**src/rtl/qslb_pkg.sv**
```systemverilog
// ----------------------------------------------------------------------------
// qslb_pkg
// Shared widths, types and codes for the quad shell local basis block.
// ----------------------------------------------------------------------------
package qslb_pkg;

    localparam int COORD_W       = 32;   // position / displacement width
    localparam int SUM_W         = 35;   // axis sum width, wraps modulo 2^35
    localparam int NRM_W         = 30;   // rescaled magnitude width
    localparam int MAG_W         = 62;   // working magnitude width
    localparam int UNIT_W        = 32;   // unit vector component width
    localparam int UNIT_FRAC_DEF = 30;   // default fraction bits of results

    // Corner sign masks, one bit per slot, 1 = subtract
    localparam logic [3:0] FIRST_NEG  = 4'b1001;
    localparam logic [3:0] SECOND_NEG = 4'b0011;

    // Axis numbers
    localparam logic [1:0] AXIS_FIRST  = 2'd0;
    localparam logic [1:0] AXIS_SECOND = 2'd1;
    localparam logic [1:0] AXIS_NORMAL = 2'd2;

    typedef logic signed [SUM_W-1:0] t_sum;

    typedef struct packed {
        t_sum [2:0] first;
        t_sum [2:0] second;
    } t_frame;

    typedef enum logic [1:0] {
        PH_A,
        PH_B,
        PH_N,
        PH_S
    } t_phase;

    typedef enum logic [3:0] {
        BK_IDLE,
        BK_RESCALE,
        BK_XMUL,
        BK_XACC,
        BK_SQMUL,
        BK_SQACC,
        BK_ROOT,
        BK_DIV,
        BK_OUT
    } t_bk_state;

endpackage

```
**src/rtl/qslb_fifo.sv**
```systemverilog
// ----------------------------------------------------------------------------
// qslb_fifo
// Two-entry queue of completed axis sums between front and back.
// ----------------------------------------------------------------------------
module qslb_fifo import qslb_pkg::*; (
    input  logic   i_clk,
    input  logic   i_rst_n,
    input  logic   i_push,
    input  t_frame i_data,
    output logic   o_full,
    input  logic   i_pop,
    output logic   o_valid,
    output t_frame o_data
);

    t_frame     r_mem [2];
    logic       r_wp;
    logic       r_rp;
    logic [1:0] r_cnt;

    assign o_full  = r_cnt[1];
    assign o_valid = (r_cnt != 2'd0);
    assign o_data  = r_mem[r_rp];

    always_ff @(posedge i_clk) begin
        if (i_push) begin
            r_mem[r_wp] <= i_data;
        end
    end

    always_ff @(posedge i_clk) begin
        if (!i_rst_n) begin
            r_wp  <= 1'b0;
            r_rp  <= 1'b0;
            r_cnt <= 2'd0;
        end else begin
            if (i_push) begin
                r_wp <= !r_wp;
            end
            if (i_pop) begin
                r_rp <= !r_rp;
            end
            if (i_push && !i_pop) begin
                r_cnt <= r_cnt + 2'd1;
            end else if (i_pop && !i_push) begin
                r_cnt <= r_cnt - 2'd1;
            end
        end
    end

endmodule

```
**config.mk**
```make
export PLATFORM = sky130hd
export DESIGN_NAME = qslb_fifo
export DESIGN_NICKNAME = d
export VERILOG_FILES = /design/src/rtl/qslb_pkg.sv /design/src/rtl/qslb_fifo.sv
export SDC_FILE = /design/constraint.sdc
export NUM_CORES = 1
export LEC_CHECK = 0
export BUFFER_PORTS_ARGS = -buffer_cell sky130_fd_sc_hd__buf_2
export CAP_MARGIN = 0
export CORE_MARGIN = 2
export CORE_UTILIZATION = 55
export CTS_BUF_LIST = sky130_fd_sc_hd__clkbuf_16
export DETAILED_ROUTE_END_ITERATION = 12
export PLACE_DENSITY = 0.83
export SETUP_SLACK_MARGIN = 0.1
export SKIP_CTS_REPAIR_TIMING = 1
export SLEW_MARGIN = 15
export SYNTH_ARGS = -nofsm -noshare
export SYNTH_HDL_FRONTEND = slang
export SYNTH_SLANG_ARGS = --single-unit
```
**constraint.sdc**
```tcl
create_clock -name i_clk -period 30 [get_ports i_clk]
set_input_delay 9 -clock i_clk [delete_from_list [all_inputs] [get_ports i_clk]]
set_output_delay 9 -clock i_clk [all_outputs]
set_load 0.005 [all_outputs]
```
## Yosys cells after proc, flatten, opt, wreduce, memory -nomap -nowiden

Memories as Yosys holds them, arrays and structs flattened. A register that Yosys moved wholly into a read port is not among the register bits.
Cells that the tools add are included.

| storage, ports and cells | value |
|---|---|
| register bits after elaboration | 4 |
| bits in writable memories | 420 |
| bits of input ports | 214 |
| output and inout port bits | 212 |
| memories kept | 1 |

Memory list:

| memory | words | width | read ports | clocked after memory_dff | wr ports | line | source |
|---|---|---|---|---|---|---|---|
| r_mem | 2 | 210 | 1 | 1 | 1 | qslb_fifo.sv:16 | `t_frame r_mem [2];` |

| cells by class | value |
|---|---|
| $add $sub $neg | 2 |
| muxes and demuxes | 6 |
| reduce and logical (&&, ||, !) cells | 8 |

Operators with widths:

| kind | count |
|---|---|
| logical NOT 1 bit | 4 |
| 2-to-1 mux 1 bit | 4 |
| 2-to-1 mux 2 bit | 2 |
| nonzero test 2 bit | 2 |
| adder 2 x 1 -> 2 bit, second input constant | 1 |
| logical AND 1 bit | 2 |
| subtractor 2 x 1 -> 2 bit, second input constant | 1 |

## Logic depth before layout (Yosys ltp)

| depth | value |
|---|---|
| word-level depth | 4 |
| mapped depth | 5 |

## Worst setup path after synthesis

Ideal clock, no wire load.

| timing path | value |
|---|---|
| path kind | in2reg |
| start | input i_push |
| end | register r_wp |
| library setup time | 101 ps |
| data arrival time | 18808 ps |
| required time | 29899 ps |
| setup slack | 11090 ps |
| stages | 2 |
| buffers on the path | 0 |
| path through | nor2b_1 o21a_1 |

RTL lines:

| element | line | source |
|---|---|---|
| start, declared | qslb_fifo.sv:8 | `input logic i_push,` |
| end signal, assigned | qslb_fifo.sv:38 | `r_wp <= !r_wp;` |
| end, declared | qslb_fifo.sv:17 | `logic r_wp;` |

==> results.sh <==
export IMPL_drcViolationCount=0
export IMPL_async_reset_ff_share_pct=0
export IMPL_synth_top_area_share_pct=81.67
export IMPL_drv_cap=0
export IMPL_fillers=1762
export IMPL_finalNetCount=1342
export IMPL_row_count=61
export IMPL_via_per_inst=5.200
export IMPL_maxSlewHeadroom_pct=28.86
export IMPL_met1Wirelength_um=11090
export IMPL_first_pass_iters=4
export IMPL_dieArea_um2=29430
export IMPL_root_buffer="clkbuf_16"
export IMPL_dp_hpwl_um=20410
export IMPL_final_cell_area_um2=19270
export IMPL_fin_crit_sh_pct=39.89
export IMPL_status="completed"
export IMPL_cp_start_kind="register"
export IMPL_clock_fmax_mhz=83.57
export IMPL_grt_pass1_wl_um=44570
export IMPL_p_leak_uw=0.007253
export IMPL_layout_drive_gt1_share_pct=60.78
export IMPL_worst_path_max_fanout=76
export IMPL_synthTopCellsByArea="edfxtp_1 82%, mux2_2 15%, buf_6 1.6%, dfxtp_1 0.65%, and2_1 0.16%"
export IMPL_critical_path_class="register to output pin"
export IMPL_regArea_um2=12720
export IMPL_yosys_register_bits=425
export IMPL_syn_area_um2=15440
export IMPL_ir_drop_uv=59.27
export IMPL_initial_utilization_pct=55.74
export IMPL_setup_ws_ns=18.03
export IMPL_power_uw=1329
export IMPL_rsz0062_at_grt="no"
export IMPL_cts_path_max_buffers=3
export IMPL_yosysWarningCount=0
export IMPL_insertion_delay_ns=0.52
export IMPL_io_pins=426
export IMPL_totalWireLength_um=31470
export IMPL_endpoint_kind="output pin"
export IMPL_antenna_found_initial=8
export IMPL_syn_to_final_growth_pct=24.80
export IMPL_syn_nets=889
export IMPL_gp_congestion=0.7712
export IMPL_syn_inst=674
export IMPL_finClkSkew_ns=0.01332
export IMPL_setup_viol=0
export IMPL_floorplan_die_width_um=171.6
export IMPL_worst_path_max_delay_cell="dfxtp_4"
export IMPL_cts_tree="built"
export IMPL_synth_cell_types=16
export IMPL_core_area_um2=27710
export IMPL_worst_ep_required_time_ns=21.00
export IMPL_cts_sinks=425
export IMPL_p_per_area_nw_per_um2=68.98
export IMPL_synth_top_area_cell="edfxtp_1"
export IMPL_synth_edff_count=420
export IMPL_highest_layer="met5"
export IMPL_num_vias=8039
export IMPL_grt_max_degree=177
export IMPL_path_cells="buf_4, mux2_2, buf_2"
export IMPL_synth_top_cells_by_count="420 x edfxtp_1, 210 x mux2_2, 22 x buf_6"
export IMPL_wl_met2_um=16410
export IMPL_track_usage_pct=20.10
export IMPL_min_period_ns=11.97
export IMPL_syn_area_per_cell_um2=22.91
export IMPL_wl_per_cell_um=20.36
export IMPL_overflow=0
export IMPL_multiInputGateArea_um2=2484
export IMPL_maxSlewViolCount=0
export IMPL_cts_clk_slew_worst_paths_ns=0.06
export IMPL_placed_area_um2=17850
export IMPL_first_global_vias=8277
export IMPL_synth_ff_type="edfxtp_1"
export IMPL_worst_slew_pin_slew_ns=1.067
export IMPL_fp_dieH_um=171.6
export IMPL_seq_area_frac_synth_pct=82.32
export IMPL_hold_path_class="register to register"
export IMPL_wl_met3_um=2802
export IMPL_crit_arrival_ns=2.97
export IMPL_cts_buffers=43
export IMPL_synth_most_common_cell="edfxtp_1"
export IMPL_drtIter0Drc=548
export IMPL_preCtsSetupSlack_ns=18.55
export IMPL_h_tree_depth=2
export IMPL_io_buffers=425
export IMPL_tns_ns=0
export IMPL_slowest_delay_ns=0.94
export IMPL_finalHoldViolCount=0
export IMPL_detail_route_antenna_nets=0
## state kept, by name, summed over array words and instances (netlist names), named ones only
signal / flops
r_cnt: 2
r_wp: 1
r_rp: 1
r_mem: 420
## cells in the final DEF (no fill, tap or decap)
master     netlist  final
o21a_1           1      1
clkinv_2         0      9
inv_1            1      8
xor2_1           2      2
inv_6            0      1
buf_4            0      4
clkbuf_16        0     45
o21ai_0          1      1
ha_1             1      1
mux2_2         210    210
inv_8            0      1
clkinv_1         0     11
dfxtp_1          5      4
buf_2            1    425
and2_4           0      1
or2_2            1      1
bufinv_16        0      4
nor2b_1          2      1
diode_2          0      8
edfxtp_1       420    420
and2_1           4      3
dfxtp_4          0      1
buf_12           0      2
or3_1            1      1
nor2b_4          0      1
xnor2_1          1      1
a21boi_1         1      1
## cell type report
cell class	count	share of cell area (%)
Clock buffer	45	5.843
Multi-Input combinational cell	225	12.89
Tap cell	378	2.454
Inverter	1	0.01948
Antenna cell	8	0.1039
Clock inverter	33	1.311
Timing Repair Buffer	431	11.40
Sequential cell	425	65.98
## critical path: cells and delay by family (launching register included)
| kind | cells | cell delay [ns] |
|---|---|---|
| DFF | 1 | 0.94 |
| buffers and inverters | 2 | 1.04 |
| muxes | 1 | 0.41 |
## through the flow
stage	std cells	util [%]	hold WS, ns
3_5_place_dp	1459	64.44	0.5162
4_1_cts	1537	69.42	0.5266
6_report	1546	69.56	0.5275
2_1_floorplan	674	-	0.4812
5_1_grt	1546	69.56	0.5588
3_3_place_gp	1459	64.44	0.4815
## path summary, 6_finish.rpt
path            start          end  slack (ns)  depth (start not counted)
max          register   o_data[40]       18.03                          3
min          r_cnt[1]     r_cnt[1]        0.53                          2
max reg2reg      r_wp  r_mem[1][7]       27.49                          2
min reg2reg  r_cnt[1]     r_cnt[1]        0.53                          2
## per-layer routing
metal,GRT usage (%),vias to the layer above
met4,8.475,2
met5,0,-
met3,6.420,78
li1,-,3619
met1,22.76,3974
met2,35.15,366
## report_power, final
| group | internal [µW] | switching (µW) | total (µW) | leakage, µW |
|---|---|---|---|---|
| clock network | 306 | 209 | 514 | 0.000711 |
| logic | 60.2 | 57.1 | 117 | 0.00256 |
| registers | 687 | 10.5 | 698 | 0.00398 |
## cell families after synthesis
family          count (synthesis)  synth area share (%)
xor+xnor                        3                0.1702
buf+inv                        24                 1.661
mux                           210                 15.31
simple gates                    8                0.3241
compound gates                  3                0.1296
flops                         425                 82.32
fa+ha+maj                       1               0.08101
No activity file was read; power rests on OpenSTA's default activity.
