## src/rtl/qslb_pkg.sv

```systemverilog
// ----------------------------------------------------------------------------
// qslb_pkg
// Shared widths, types and codes for the quad shell local basis block.
// ----------------------------------------------------------------------------
package qslb_pkg;

    localparam int COORD_W       = 32;   // position / displacement width
    localparam int SUM_W         = 35;   // axis sum width, wraps modulo 2^35
    localparam int NRM_W         = 30;   // rescaled magnitude width
    localparam int MAG_W         = 62;   // working magnitude width
    localparam int UNIT_W        = 32;   // unit vector component width
    localparam int UNIT_FRAC_DEF = 30;   // default fraction bits of results

    // Corner sign masks, one bit per slot, 1 = subtract
    localparam logic [3:0] FIRST_NEG  = 4'b1001;
    localparam logic [3:0] SECOND_NEG = 4'b0011;

    // Axis numbers
    localparam logic [1:0] AXIS_FIRST  = 2'd0;
    localparam logic [1:0] AXIS_SECOND = 2'd1;
    localparam logic [1:0] AXIS_NORMAL = 2'd2;

    typedef logic signed [SUM_W-1:0] t_sum;

    typedef struct packed {
        t_sum [2:0] first;
        t_sum [2:0] second;
    } t_frame;

    typedef enum logic [1:0] {
        PH_A,
        PH_B,
        PH_N,
        PH_S
    } t_phase;

    typedef enum logic [3:0] {
        BK_IDLE,
        BK_RESCALE,
        BK_XMUL,
        BK_XACC,
        BK_SQMUL,
        BK_SQACC,
        BK_ROOT,
        BK_DIV,
        BK_OUT
    } t_bk_state;

endpackage

```

## src/rtl/qslb_front.sv

```systemverilog
// ----------------------------------------------------------------------------
// qslb_front
// Accepts node transactions and accumulates the two in-plane axis sums.
// ----------------------------------------------------------------------------
module qslb_front import qslb_pkg::*; (
    input  logic                        i_clk,
    input  logic                        i_rst_n,
    input  logic                        i_valid,
    output logic                        o_ready,
    input  logic [1:0]                  i_slot,
    input  logic [2:0][COORD_W-1:0]     i_pos,
    input  logic [2:0][COORD_W-1:0]     i_disp,
    input  logic                        i_last,
    input  logic                        i_q_full,
    output logic                        o_push,
    output t_frame                      o_frame
);

    t_sum [2:0] r_first;
    t_sum [2:0] r_second;
    t_sum [2:0] n_first;
    t_sum [2:0] n_second;
    logic       accept;

    always_comb begin
        logic signed [COORD_W:0] c;
        t_sum                    ce;
        for (int i = 0; i < 3; i++) begin
            c  = $signed({i_pos[i][COORD_W-1], i_pos[i]})
               + $signed({i_disp[i][COORD_W-1], i_disp[i]});
            ce = t_sum'(c);
            n_first[i]  = FIRST_NEG[i_slot]  ? r_first[i]  - ce : r_first[i]  + ce;
            n_second[i] = SECOND_NEG[i_slot] ? r_second[i] - ce : r_second[i] + ce;
        end
    end

    assign o_ready = !i_q_full;
    assign accept  = i_valid && o_ready;
    assign o_push  = accept && i_last;
    assign o_frame = '{first: n_first, second: n_second};

    always_ff @(posedge i_clk) begin
        if (!i_rst_n) begin
            r_first  <= '0;
            r_second <= '0;
        end else if (accept) begin
            if (i_last) begin
                r_first  <= '0;
                r_second <= '0;
            end else begin
                r_first  <= n_first;
                r_second <= n_second;
            end
        end
    end

endmodule

```

## config.mk

```make
export PLATFORM = sky130hd
export DESIGN_NAME = qslb_front
export DESIGN_NICKNAME = d
export VERILOG_FILES = /design/src/rtl/qslb_pkg.sv /design/src/rtl/qslb_front.sv
export SDC_FILE = /design/constraint.sdc
export NUM_CORES = 1
export LEC_CHECK = 0
export ABC_AREA = 0
export BUFFER_PORTS_ARGS = -buffer_cell sky130_fd_sc_hd__buf_2
export CORE_UTILIZATION = 40
export DETAILED_ROUTE_END_ITERATION = 6
export GPL_TIMING_DRIVEN = 0
export PLACE_DENSITY_LB_ADDON = 0.3
export SLEW_MARGIN = 20
export SYNTH_ARGS = -nofsm -noshare
export SYNTH_HDL_FRONTEND = slang
export SYNTH_SLANG_ARGS = --single-unit
export TNS_END_PERCENT = 20
```

## constraint.sdc

```tcl
create_clock -name i_clk -period 9.1 [get_ports i_clk]
set_input_delay 0.91 -clock i_clk [delete_from_list [all_inputs] [get_ports i_clk]]
set_output_delay 0.91 -clock i_clk [all_outputs]
set_load 0.01 [all_outputs]
```

Yosys cells after proc, flatten, opt, wreduce, memory -nomap -nowiden
Cells that the tools add are included.
- add/subtract/negate cells: 15
- reduce and logical (&&, ||, !) cells: 3
- order comparisons: 1
- mux-type cells: 12
- operator list (cell ; count):
    adder 35 x 33 -> 35 bit ; 6
    2-to-1 mux 105 bit ; 2
    2-to-1 mux 35 bit ; 6
    subtractor 35 x 33 -> 35 bit ; 6
    adder 32 x 32 -> 33 bit ; 3
    binary-select mux 1 bit (select 2 bit) ; 2
    less-than comparator 2 x 3 -> 1 bit (second input constant) ; 1
    logical AND 1 bit ; 2
    2-to-1 mux 1 bit ; 2
    logical NOT 1 bit ; 1
- output and inout port bits: 212
- bits of input ports: 199
- logic and storage cells: 37
- bits in registers: 210

Longest topological paths before layout
- depth after elaboration: 4
- depth in mapped cells: 28
- mapped depth without buffers: 28

Worst setup path after synthesis
OpenSTA, ideal clock, no wires.
- kind: input to output
- start point: input i_pos[0] in the netlist's numbering
- end point: output o_frame[34] in the netlist's numbering
- path slack: 1.637 ns
- buffers on the path: 0
- data required time: 8.190 ns
- arrival time: 6.553 ns
- cell stages on the path: 24
- cell sequence: ha_1 > inv_1 > fa_1 > nand2b_1 > a21oi_1 > nor2_1 > or4_1 > nor4_1 > or3b_2 > or3_1 > nand2_1 > xor2_1 > ha_1 > a21o_1 > a21o_1 > a21o_1 > a21oi_1 > o21ai_0 > a211o_1 > a21o_1 > a221oi_1 > o311ai_0 > xnor2_1 > xor2_1
- RTL lines (item ; RTL line ; RTL):
    start: declaration ; qslb_front.sv:11 ; input logic [2:0][COORD_W-1:0] i_pos,
    end: declaration ; qslb_front.sv:16 ; output t_frame o_frame

==> metrics.txt <==
share of Yosys cell area claimed by the top area cell type 15.6%; iteration-0 DRC count of the detailed router between 2000 and 2500; fillers ~7000; maximum vdd drop 0.000105 V; power density normalized to cell area 195 nW/um2; height of the die 261 um; clock root cell sky130_fd_sc_hd__clkbuf_16; CP required 8190 ps; Tcrit/Tclk final 96.1%; Area after DPL 30000 um2; global-route usage over all layers 27.0%; Layout Cell Area excl Fill 31000 um2; unrepaired setup endpoints after global routing true; share of async-settable or async-resettable flops after synthesis 0%; capturing element of the worst setup path o_frame[69]; remaining routing DRC violations 24; fraction of layout cells with a size suffix above 1 between 10 and 15%; leading area contributor after synthesis sky130_fd_sc_hd__dfxtp_1; launch point of the worst hold path r_first[68]$_SDFFE_PN0P_; Post-Route WL 97700 um; final core utilization 46.9%; largest net degree at the start of global routing 14; Final setup violation count 0; clock latency on the worst-skew pair 590 ps; Post-layout nets 4454; count of state elements after synthesis 210; Worst-Margin Slew 1170 ps; number of warnings printed during yosys synthesis 0; count of pins on the block boundary 411; distinct cell type count of the synthesized netlist 111; average via count per standard cell 5.79; Fmax 114 MHz; CTS max path bufs 3; count of clock tree sinks 210; leakage power 0.0142 uW; count of port buffers added during placement 408; TritonCTS buffer count 29; hold slack final 487 ps; top post-synthesis cells by area sky130_fd_sc_hd__dfxtp_1 16%, sky130_fd_sc_hd__ha_1 14%, sky130_fd_sc_hd__xnor2_1 7.6%, sky130_fd_sc_hd__xor2_1 6.6%, sky130_fd_sc_hd__a21oi_1 4.9%; number of flops mapped to enable cells by yosys 0; final worst clock skew around 23 ps; placement row count 94; Reg2Reg Setup Slack between 4000 and 5000 ps; violated checks DRC; detailed placer's ending HPWL 77600 um; number of iterations in the first detailed-routing pass 7; starting density of the core 40.7%; Slew Limit Headroom 22.1%; Period minus WS final 8750 ps; chip width 261 um; sequential-to-total area share from yosys stat 15.6%; length in cells of the worst reg-to-reg path 16; total grt overflow 0; clock-pin transition on the worst setup and hold timing paths 60 ps; gate count after technology mapping 3503; post-synthesis instance area 26900 um2; total via count in the routed design 27900; core box area about 66000 um2; Avg Synthesized Cell Area around 7.7 um2; Area growth syn-to-layout 15.2%; H-tree depth 1; vias in the first global route 25000; worst flop-to-flop path startpoint r_second[0]$_SDFFE_PN0P_; Critical Path Source Type primary input; per-cell routed wire length 20.2 um; count of final hold-check violations 0; most common cell in the synthesized netlist sky130_fd_sc_hd__ha_1; status complete, but fails checks; global-route wire length before repair 144000 um; critical path class in2out; TritonCTS clock tree built; maximum net fanout on the critical path 7; capturing point of the worst reg2reg path r_second[34]$_SDFFE_PN0P_; # Max-Cap Violations 0; top cells by count, synth 303 x sky130_fd_sc_hd__ha_1, 289 x sky130_fd_sc_hd__nand2_1, 265 x sky130_fd_sc_hd__a21oi_1, 233 x sky130_fd_sc_hd__xnor2_1, 212 x sky130_fd_sc_hd__nor2_1; Post-Synthesis Net Count 4014; critical path launch point i_pos[32]; data arrival time of the critical path 7840 ps; capturing element type of the critical path output port; Max Slew Vio Count 0; Detail Route Antenna Nets 0; flip-flop cell with the highest count after synthesis sky130_fd_sc_hd__dfxtp_1; worst hold path class reg2reg; number of antenna violations at the first check in global routing 6; Total Die Area about 68000 um2; routability congestion estimate 0.978; TNS Setup 0 ps
[cell families after synthesis]
kind of cell | synth area share [%]
and+or+nand+nor | 22.8
muxes | 0.410
adders and majority gates | 14.8
DFF | 15.6
xor gates and xnor gates | 14.3
buffers and inverters | 3.52
AOI/OAI and AO/OA | 28.6
[layout make-up]
| class | count | area (um2) | area share [%] |
|---|---|---|---|
| Antenna cell | 3 | 7.51 | 0.0242 |
| Sequential cell | 210 | 4200 | 13.6 |
| Inverter | 116 | 435 | 1.41 |
| Multi-Input combinational cell | 3046 | 21800 | 70.2 |
| Clock inverter | 8 | 96.3 | 0.311 |
| Timing Repair Buffer | 409 | 2050 | 6.62 |
| Clock buffer | 42 | 835 | 2.69 |
| Buffer | 131 | 515 | 1.66 |
| Tap cell | 864 | 1080 | 3.49 |
[report_power, final]
part / internal [uW] / total, uW / leakage (uW) / switching [uW]
sequential: 985 / 1030 / 0.00171 / 40.1
combinational: 1430 / 3830 / 0.0120 / 2400
clock: 685 / 1180 / 0.000457 / 490
[critical path, cell delays in order]
cell                       delay, ps
sky130_fd_sc_hd__buf_2            80
sky130_fd_sc_hd__ha_1            210
sky130_fd_sc_hd__inv_1            70
sky130_fd_sc_hd__fa_1            420
sky130_fd_sc_hd__nand2b_1        200
sky130_fd_sc_hd__a21boi_1        410
sky130_fd_sc_hd__a21o_4          260
sky130_fd_sc_hd__xor2_1          180
sky130_fd_sc_hd__or4_4           580
sky130_fd_sc_hd__or3_4           440
sky130_fd_sc_hd__or3_1           390
sky130_fd_sc_hd__o31ai_1         270
sky130_fd_sc_hd__xnor2_1         130
sky130_fd_sc_hd__ha_1            390
sky130_fd_sc_hd__and4_1          220
sky130_fd_sc_hd__nand4_1         120
sky130_fd_sc_hd__a211oi_1         90
sky130_fd_sc_hd__a211oi_1        560
sky130_fd_sc_hd__o21ai_0         190
sky130_fd_sc_hd__a31oi_1         400
sky130_fd_sc_hd__o31ai_2         150
sky130_fd_sc_hd__a211oi_1        320
sky130_fd_sc_hd__xnor2_1         210
sky130_fd_sc_hd__xnor2_1         420
sky130_fd_sc_hd__buf_2           210
[cell usage in the layout (no fill, tap or decap), types with 33 or more instances in the layout]
master                       n
sky130_fd_sc_hd__ha_1      303
sky130_fd_sc_hd__a21oi_1   265
sky130_fd_sc_hd__o21ai_0   149
sky130_fd_sc_hd__nor3_1     69
sky130_fd_sc_hd__nand2_1   289
sky130_fd_sc_hd__a211oi_1   38
sky130_fd_sc_hd__nor2b_1   197
sky130_fd_sc_hd__nand2b_1   51
sky130_fd_sc_hd__xor2_1    203
sky130_fd_sc_hd__a22oi_1   141
sky130_fd_sc_hd__a22o_1     55
sky130_fd_sc_hd__clkbuf_1  117
sky130_fd_sc_hd__xnor2_1   233
sky130_fd_sc_hd__nand3_1    84
sky130_fd_sc_hd__inv_1     116
sky130_fd_sc_hd__nand4_1    37
sky130_fd_sc_hd__nor2_1    212
sky130_fd_sc_hd__or3_1      37
sky130_fd_sc_hd__o21a_1     55
sky130_fd_sc_hd__dfxtp_1   210
sky130_fd_sc_hd__o21bai_1   41
sky130_fd_sc_hd__buf_2     417
sky130_fd_sc_hd__and3_1     33
sky130_fd_sc_hd__a21o_1    134
[routing by layer]
metal | vias up | share of wire (%) | track usage, % | routed length, um
met5 | - | 0 | 0 | 0
met4 | 0 | 3.7 | 9.50 | 3570
met3 | 147 | 6.7 | 3.42 | 6590
met2 | 887 | 46 | 44.8 | 44500
met1 | 13200 | 44 | 35.8 | 43000
li1 | 13800 | - | - | -
[registers in the layout, indices dropped and copies added (netlist names)]
signal / cells
r_first: 105
r_second: 105
[what timing repair did]
action                     in CTS  in global routing
setup endpoints to repair       0                  3
setup buffers                   0                  1
gates resized for setup         0                  3
hold buffers                    0                  0
[how the worst min path moves through the flow]
stage / end / cells after the start
2_1_floorplan: r_first[68]$_SDFFE_PN0P_ / 2
3_3_place_gp: r_first[68]$_SDFFE_PN0P_ / 2
3_5_place_dp: r_first[68]$_SDFFE_PN0P_ / 2
4_1_cts: r_first[68]$_SDFFE_PN0P_ / 2
5_1_grt: r_second[31]$_SDFFE_PN0P_ / 1
6_report: r_first[68]$_SDFFE_PN0P_ / 2
[metrics by stage]
step	worst slack (ps)	instances	power (uW)
6_report	353	4829	6030
2_1_floorplan	1640	3503	3530
3_5_place_dp	208	4775	4810
5_1_grt	-2.43	4829	6400
3_3_place_gp	208	4775	4800
4_1_cts	172	4825	6010
Note: power is estimated with default switching activity, not from simulation.
